$ cat src/sv/cbrf_pkg.sv
`timescale 1ns / 1ps

package cbrf_pkg;

  localparam int FRAC_BITS = 24;
  localparam int MAX_ITER  = 40;

  localparam int DATA_W  = 32;
  localparam int TOL_W   = 31;
  localparam int ITER_W  = 7;
  localparam int CNT_W   = 6;
  localparam int SQ_W    = 2 * DATA_W;
  localparam int ACC_W   = 3 * DATA_W;
  localparam int SUM_W   = ACC_W + 1;
  localparam int LIN_SH  = 2 * FRAC_BITS + 1;
  localparam int CON_SH  = 3 * FRAC_BITS;

  localparam logic [TOL_W-1:0] TOL_RESET = TOL_W'(168);

  localparam logic [1:0] ST_CONV  = 2'd0;
  localparam logic [1:0] ST_EXACT = 2'd1;
  localparam logic [1:0] ST_BAD   = 2'd2;
  localparam logic [1:0] ST_LIMIT = 2'd3;

  typedef struct packed {
    logic signed [DATA_W-1:0] low_end;
    logic signed [DATA_W-1:0] high_end;
  } cbrf_in_t;

  typedef struct packed {
    logic signed [DATA_W-1:0] root;
    logic [1:0]               status;
    logic [CNT_W-1:0]         iterations;
  } cbrf_out_t;

  typedef struct packed {
    logic zero;
    logic neg;
  } cbrf_sgn_t;

endpackage

$ cat src/sv/cbrf_cubic.sv
`timescale 1ns / 1ps

module cbrf_cubic (
  input  logic                          clk,
  input  logic                          rst_n,
  input  logic                          start,
  input  logic signed [cbrf_pkg::DATA_W-1:0] value,
  output logic                          done,
  output cbrf_pkg::cbrf_sgn_t           result
);
  import cbrf_pkg::*;

  localparam logic [2:0] PH_IDLE = 3'd0;
  localparam logic [2:0] PH_SQ   = 3'd1;
  localparam logic [2:0] PH_LO   = 3'd2;
  localparam logic [2:0] PH_HI   = 3'd3;
  localparam logic [2:0] PH_ACC  = 3'd4;
  localparam logic [2:0] PH_SUM  = 3'd5;

  logic [2:0]        phase_r, phase_nxt;
  logic              done_r, done_nxt;
  logic              neg_r, neg_nxt;
  logic [DATA_W-1:0] mag_r, mag_nxt;
  logic [SQ_W-1:0]   prod_r, prod_nxt;
  logic [DATA_W-1:0] sq_hi_r, sq_hi_nxt;
  logic [ACC_W-1:0]  acc_r, acc_nxt;
  cbrf_sgn_t         res_r, res_nxt;

  logic [DATA_W-1:0] mul_a;
  logic [SQ_W-1:0]   mul_p;
  logic [SUM_W-1:0]  cube_s;
  logic [SUM_W-1:0]  lin;
  logic [SUM_W-1:0]  con;
  logic [SUM_W-1:0]  sum;

  always_comb begin
    case (phase_r)
      PH_SQ:   mul_a = mag_r;
      PH_LO:   mul_a = prod_r[DATA_W-1:0];
      PH_HI:   mul_a = sq_hi_r;
      default: mul_a = mag_r;
    endcase
  end

  assign mul_p = SQ_W'(mul_a) * SQ_W'(mag_r);

  assign cube_s = neg_r ? (~SUM_W'(acc_r) + SUM_W'(1)) : SUM_W'(acc_r);
  assign lin    = SUM_W'(mag_r) << LIN_SH;
  assign con    = SUM_W'(5) << CON_SH;
  assign sum    = cube_s + (neg_r ? lin : (~lin + SUM_W'(1))) - con;

  always_comb begin
    phase_nxt = phase_r;
    done_nxt  = 1'b0;
    neg_nxt   = neg_r;
    mag_nxt   = mag_r;
    prod_nxt  = prod_r;
    sq_hi_nxt = sq_hi_r;
    acc_nxt   = acc_r;
    res_nxt   = res_r;
    case (phase_r)
      PH_IDLE: begin
        if (start) begin
          neg_nxt   = value[DATA_W-1];
          mag_nxt   = value[DATA_W-1] ? (~value + DATA_W'(1)) : value;
          phase_nxt = PH_SQ;
        end
      end
      PH_SQ: begin
        prod_nxt  = mul_p;
        phase_nxt = PH_LO;
      end
      PH_LO: begin
        sq_hi_nxt = prod_r[SQ_W-1:DATA_W];
        prod_nxt  = mul_p;
        phase_nxt = PH_HI;
      end
      PH_HI: begin
        acc_nxt   = ACC_W'(prod_r);
        prod_nxt  = mul_p;
        phase_nxt = PH_ACC;
      end
      PH_ACC: begin
        acc_nxt   = acc_r + (ACC_W'(prod_r) << DATA_W);
        phase_nxt = PH_SUM;
      end
      PH_SUM: begin
        res_nxt.zero = (sum == '0);
        res_nxt.neg  = sum[SUM_W-1];
        done_nxt     = 1'b1;
        phase_nxt    = PH_IDLE;
      end
      default: phase_nxt = PH_IDLE;
    endcase
  end

  always_ff @(posedge clk) begin
    if (!rst_n) begin
      phase_r <= PH_IDLE;
      done_r  <= 1'b0;
    end else begin
      phase_r <= phase_nxt;
      done_r  <= done_nxt;
    end
    neg_r   <= neg_nxt;
    mag_r   <= mag_nxt;
    prod_r  <= prod_nxt;
    sq_hi_r <= sq_hi_nxt;
    acc_r   <= acc_nxt;
    res_r   <= res_nxt;
  end

  assign done   = done_r;
  assign result = res_r;

endmodule

$ cat src/sv/cubic_bisection_root_finder.sv
`timescale 1ns / 1ps
// Each word takes the end evaluations, then one cubic evaluation per halving step,
// up to 40 steps, and then a registered output. One word is taken at a time; each cubic
// evaluation runs on one shared 32x32 multiplier. Input stalls from acceptance until the
// result is registered.
// Reset (rst_n, synchronous): sequencer idle, output empty, tolerance back to 168.
module cubic_bisection_root_finder (
  input  logic                        clk,
  input  logic                        rst_n,
  input  logic                        in_valid,
  output logic                        in_stall,
  input  cbrf_pkg::cbrf_in_t          in_data,
  output logic                        out_valid,
  input  logic                        out_stall,
  output cbrf_pkg::cbrf_out_t         out_data,
  input  logic                        cfg_valid,
  output logic                        cfg_ready,
  input  logic [cbrf_pkg::TOL_W-1:0]  cfg_data
);
  import cbrf_pkg::*;

  localparam logic [2:0] S_IDLE  = 3'd0;
  localparam logic [2:0] S_EVA   = 3'd1;
  localparam logic [2:0] S_EVB   = 3'd2;
  localparam logic [2:0] S_CHECK = 3'd3;
  localparam logic [2:0] S_EVM   = 3'd4;
  localparam logic [2:0] S_OUT   = 3'd5;

  logic [2:0]               state_r, state_nxt;
  logic [TOL_W-1:0]         tol_r;
  logic signed [DATA_W-1:0] a_r, a_nxt;
  logic signed [DATA_W-1:0] b_r, b_nxt;
  logic signed [DATA_W-1:0] root_r, root_nxt;
  logic [1:0]               status_r, status_nxt;
  logic [ITER_W-1:0]        iters_r, iters_nxt;
  logic                     sa_neg_r, sa_neg_nxt;
  logic                     start_r, start_nxt;
  logic signed [DATA_W-1:0] opnd_r, opnd_nxt;
  logic                     out_valid_r, out_valid_nxt;
  cbrf_out_t                out_r, out_nxt;

  logic                     ev_done;
  cbrf_sgn_t                ev_res;
  logic signed [DATA_W:0]   diff;
  logic signed [DATA_W:0]   pair_sum;
  logic signed [DATA_W:0]   mid;
  logic [CNT_W-1:0]         iters_sat;

  cbrf_cubic u_cubic (
    .clk    (clk),
    .rst_n  (rst_n),
    .start  (start_r),
    .value  (opnd_r),
    .done   (ev_done),
    .result (ev_res)
  );

  assign diff      = {b_r[DATA_W-1], b_r} - {a_r[DATA_W-1], a_r};
  assign pair_sum  = {b_r[DATA_W-1], b_r} + {a_r[DATA_W-1], a_r};
  assign mid       = pair_sum >>> 1;
  assign iters_sat = (iters_r > ITER_W'(63)) ? CNT_W'(63) : iters_r[CNT_W-1:0];

  always_comb begin
    state_nxt     = state_r;
    a_nxt         = a_r;
    b_nxt         = b_r;
    root_nxt      = root_r;
    status_nxt    = status_r;
    iters_nxt     = iters_r;
    sa_neg_nxt    = sa_neg_r;
    start_nxt     = 1'b0;
    opnd_nxt      = opnd_r;
    out_valid_nxt = out_valid_r && out_stall;
    out_nxt       = out_r;
    case (state_r)
      S_IDLE: begin
        if (in_valid) begin
          a_nxt      = in_data.low_end;
          b_nxt      = in_data.high_end;
          root_nxt   = in_data.low_end;
          status_nxt = ST_CONV;
          iters_nxt  = '0;
          opnd_nxt   = in_data.low_end;
          start_nxt  = 1'b1;
          state_nxt  = S_EVA;
        end
      end
      S_EVA: begin
        if (ev_done) begin
          sa_neg_nxt = ev_res.neg;
          opnd_nxt   = b_r;
          start_nxt  = !ev_res.zero;
          state_nxt  = ev_res.zero ? S_OUT : S_EVB;
          if (ev_res.zero) begin
            root_nxt   = '0;
            status_nxt = ST_BAD;
          end
        end
      end
      S_EVB: begin
        if (ev_done) begin
          if (ev_res.zero || (ev_res.neg == sa_neg_r)) begin
            root_nxt   = '0;
            status_nxt = ST_BAD;
            state_nxt  = S_OUT;
          end else begin
            state_nxt = S_CHECK;
          end
        end
      end
      S_CHECK: begin
        if (diff >= $signed({2'b00, tol_r})) begin
          if (iters_r >= ITER_W'(MAX_ITER)) begin
            status_nxt = ST_LIMIT;
            state_nxt  = S_OUT;
          end else begin
            root_nxt  = mid[DATA_W-1:0];
            opnd_nxt  = mid[DATA_W-1:0];
            iters_nxt = iters_r + ITER_W'(1);
            start_nxt = 1'b1;
            state_nxt = S_EVM;
          end
        end else begin
          state_nxt = S_OUT;
        end
      end
      S_EVM: begin
        if (ev_done) begin
          if (ev_res.zero) begin
            status_nxt = ST_EXACT;
            state_nxt  = S_OUT;
          end else begin
            if (ev_res.neg != sa_neg_r) begin
              b_nxt = root_r;
            end else begin
              a_nxt = root_r;
            end
            state_nxt = S_CHECK;
          end
        end
      end
      S_OUT: begin
        if (!out_valid_r || !out_stall) begin
          out_nxt.root       = root_r;
          out_nxt.status     = status_r;
          out_nxt.iterations = iters_sat;
          out_valid_nxt      = 1'b1;
          state_nxt          = S_IDLE;
        end
      end
      default: state_nxt = S_IDLE;
    endcase
  end

  always_ff @(posedge clk) begin
    if (!rst_n) begin
      state_r     <= S_IDLE;
      start_r     <= 1'b0;
      out_valid_r <= 1'b0;
      tol_r       <= TOL_RESET;
    end else begin
      state_r     <= state_nxt;
      start_r     <= start_nxt;
      out_valid_r <= out_valid_nxt;
      if (cfg_valid) begin
        tol_r <= cfg_data;
      end
    end
    a_r      <= a_nxt;
    b_r      <= b_nxt;
    root_r   <= root_nxt;
    status_r <= status_nxt;
    iters_r  <= iters_nxt;
    sa_neg_r <= sa_neg_nxt;
    opnd_r   <= opnd_nxt;
    out_r    <= out_nxt;
  end

  assign in_stall  = (state_r != S_IDLE);
  assign out_valid = out_valid_r;
  assign out_data  = out_r;
  assign cfg_ready = 1'b1;

endmodule

$ cat config.mk
export PLATFORM = sky130hd
export DESIGN_NAME = cubic_bisection_root_finder
export DESIGN_NICKNAME = d
export VERILOG_FILES = /design/src/sv/cbrf_pkg.sv /design/src/sv/cbrf_cubic.sv /design/src/sv/cubic_bisection_root_finder.sv
export SDC_FILE = /design/constraint.sdc
export NUM_CORES = 2
export LEC_CHECK = 0
export ABC_AREA = 1
export BUFFER_PORTS_ARGS = -buffer_cell sky130_fd_sc_hd__buf_2
export CAP_MARGIN = 30
export CORE_ASPECT_RATIO = 0.9
export CORE_MARGIN = 4
export CORE_UTILIZATION = 45
export DETAILED_ROUTE_END_ITERATION = 6
export SYNTH_ARGS = -nofsm -noshare
export SYNTH_HDL_FRONTEND = slang
export SYNTH_SLANG_ARGS = --single-unit
$ cat constraint.sdc
create_clock -name clk -period 23.3 [get_ports clk]
set_clock_uncertainty 0.2 [all_clocks]
set_input_delay 5.825 -clock clk [delete_from_list [all_inputs] [get_ports clk]]
set_output_delay 5.825 -clock clk [all_outputs]
set_load 0.005 [all_outputs]
==> flow_summary.json <==
{
  "crit_type": "reg -> reg",
  "clkLatencyLatePin_ps": 620,
  "netlist_instances": 8445,
  "path_buf_inv": 9,
  "drv_cap": 0,
  "setup_viol": 0,
  "slowest_stage": "inv_1",
  "slew_headroom_pct": 26.7,
  "rows": 133,
  "dr.pass1.iters": 6,
  "cts_made_buffers": 48,
  "whs_ps": 229,
  "grt_max_degree": 90,
  "synth_ff_type": "edfxtp_1",
  "worst_setup_path_start_kind": "flip-flop",
  "die_y_um": 373,
  "end_kind": "flip-flop",
  "fin_tns_setup_ps": 0,
  "ant_nets": 0,
  "multi_input_area_sq_um": 46100,
  "place.port_buffers": 141,
  "synth-compound-area-share_pct": 9.16,
  "mostFrequentLayoutCell": "inv_1",
  "vias_per_cell": 5.56,
  "wl_um": 248000,
  "cp_data_arrival_time_ps": 10870,
  "path_delay_family": "adder cells",
  "vias": 58200,
  "synthXorXnorAreaFrac_pct": 3.65,
  "synth_top_family_by_area": "adder cells",
  "die_w_um": 414,
  "core_sq_um": 147000,
  "yosys.area_share.simple_pct": 19.4,
  "critPathMaxStageDelay_ps": 940,
  "drc": 0,
  "status": "complete, no violations",
  "clockRootBuffer": "clkbuf_16",
  "clockBufferDepth": 3,
  "ys_types": 63,
  "grt_pass1_wl_um": 370000,
  "fill_cells": 14400,
  "grt_overflow": 0,
  "fmax_mhz": 93.5,
  "layout-drive-gt1-share_pct": 5.07,
  "fp.dieArea_sq_um": 154000,
  "muxShareOfSynthArea_pct": 0,
  "ios": 143,
  "synthToLayoutAreaGrowth_pct": 7.17,
  "htree_levels": 2,
  "antenna_found_initial": 8,
  "async_flop_share_pct": 0,
  "cts.clk_slew.worst_paths_ps": 70,
  "clock_sinks": 445,
  "rsz0062_at_grt": "false",
  "final_cell_mix": "inv_1, nand2_1, nor2_1",
  "drtIter0Drc": 6036,
  "syn_area_sq_um": 66600,
  "drv_slew": 0,
  "required_ps": 23480,
  "hold_class": "reg -> reg",
  "synthAdderAreaFrac_pct": 36.8,
  "hpwlAfterDp_um": 198000,
  "tightest_slew_ps": 1100,
  "regArea_sq_um": 13000,
  "wl_per_cell_um": 23.7,
  "synth.avg_cell_area_sq_um": 7.89,
  "worstPathMaxFanout": 49,
  "layout.nets": 9996,
  "fin_crit_sh_pct": 45.9,
  "start_util_pct": 45.4,
  "cts_tree": "built",
  "track_usage_pct": 32.0,
  "synth-seq-cells": 445,
  "postCtsHoldBufs": 0,
  "hold_viol_final": 0,
  "synth-edff-count": 405,
  "grt_pass1_vias": 57900,
  "min_period_ps": 10690,
  "gp_congestion": 0.985,
  "yosysWarnings": 0,
  "syn_nets": 9964,
  "cts_resized": 0,
  "postCtsSetupBuffers": 0,
  "yosysSeqAreaShare_pct": 19.5
}
==> path summary, 6_finish.rpt <==
check                                       start                           end  slack (ps)  depth (start not counted)
setup / recovery  u_cubic.phase_r[0]$_SDFFE_PN0P_  u_cubic.prod_r[57]$_DFFE_PP_       12610                         32
hold / removal              status_r[1]$_DFFE_PP_         out_data[7]$_DFFE_PP_         230                          0
setup reg to reg  u_cubic.phase_r[0]$_SDFFE_PN0P_  u_cubic.prod_r[57]$_DFFE_PP_       12610                         32
hold reg to reg             status_r[1]$_DFFE_PP_         out_data[7]$_DFFE_PP_         230                          0
==> worst register-to-register path: cells and delay by family, from the launching register on <==
family,cells,cell delay (ps)
xor gates and xnor gates,1,140
and+or+nand+nor,10,2180
DFF,1,900
AOI/OAI and AO/OA,3,510
buffers and inverters,9,2070
adders and majority gates,9,4430
==> cells in the mapped netlist (all sizes together), types with 6 or more instances <==
| library cell | n | area, sq um |
|---|---|---|
| inv | 1724 | 6470 |
| nand2 | 1483 | 5570 |
| nor2 | 1242 | 4730 |
| fa | 900 | 18000 |
| ha | 519 | 6490 |
| a21oi | 449 | 2260 |
| edfxtp | 405 | 12200 |
| o21ai | 395 | 2000 |
| clkbuf | 228 | 856 |
| nand3 | 198 | 1030 |
| xor2 | 193 | 1690 |
| nor3 | 96 | 522 |
| xnor2 | 85 | 744 |
| o211ai | 67 | 508 |
| nand4 | 65 | 434 |
| nor4 | 55 | 344 |
| buf | 50 | 253 |
| a31oi | 40 | 265 |
| dfxtp | 40 | 801 |
| clkinv | 31 | 121 |
| a21o | 29 | 218 |
| o21a | 29 | 218 |
| o21bai | 24 | 180 |
| or2 | 23 | 144 |
| a21boi | 13 | 97.6 |
| o221ai | 8 | 70.1 |
| nand3b | 7 | 52.6 |
| a211oi | 6 | 45.0 |
| a221oi | 6 | 52.6 |
| o2111ai | 6 | 52.6 |
| o31ai | 6 | 45.0 |
==> metrics by stage <==
stage | utilization [%] | instance area [sq um] | setup slack [ps] | cells
4_1_cts | 48.6 | 71300 | 12740 | 10500
3_3_place_gp | 47.5 | 69600 | 12850 | 10400
2_1_floorplan | - | 66600 | 14220 | 8445
6_report | 48.7 | 71400 | 12610 | 10500
5_1_grt | 48.7 | 71400 | 12210 | 10500
3_5_place_dp | 47.5 | 69700 | 12780 | 10400
==> registers in the layout (all words and copies together) (netlist names), 31 cells and up <==
register,count
b_r,32
tol_r,31
u_cubic.acc_r,96
root_r,32
u_cubic.mag_r,32
a_r,32
out_data,40
u_cubic.sq_hi_r,32
u_cubic.prod_r,64
opnd_r,32
==> layout make-up <==
| cell class | instances | area share, % |
|---|---|---|
| Tap cell | 1957 | 3.43 |
| Multi-Input combinational cell | 5967 | 64.5 |
| Antenna cell | 4 | 0.0140 |
| Clock inverter | 29 | 0.426 |
| Sequential cell | 445 | 18.2 |
| Timing Repair Buffer | 260 | 2.43 |
| Clock buffer | 58 | 1.79 |
| Inverter | 1755 | 9.23 |
==> layer usage <==
| layer | wire length [um] | vias to the layer above | GRT usage [%] |
|---|---|---|---|
| li1 | - | 26300 | - |
| met1 | 105000 | 28500 | 45.5 |
| met2 | 107000 | 2822 | 47.9 |
| met3 | 26300 | 522 | 7.61 |
| met4 | 10500 | 8 | 10.7 |
| met5 | 54 | - | 0 |
==> kinds of logic (layout without fill, tap and decap cells) <==
kind of cell	count (synthesis)	after routing
flip-flops	445	445
buffers and inverters	2033	2102
AND/OR/NAND/NOR	3180	3180
XOR/XNOR	278	278
AO/OA/AOI/OAI	1089	1089
other	1	5
adder cells (fa/ha/maj)	1419	1419
Power is left out: the tool's default activity adds up to more than one toggle a clock period on the data nets, which glitch-free logic cannot reach.
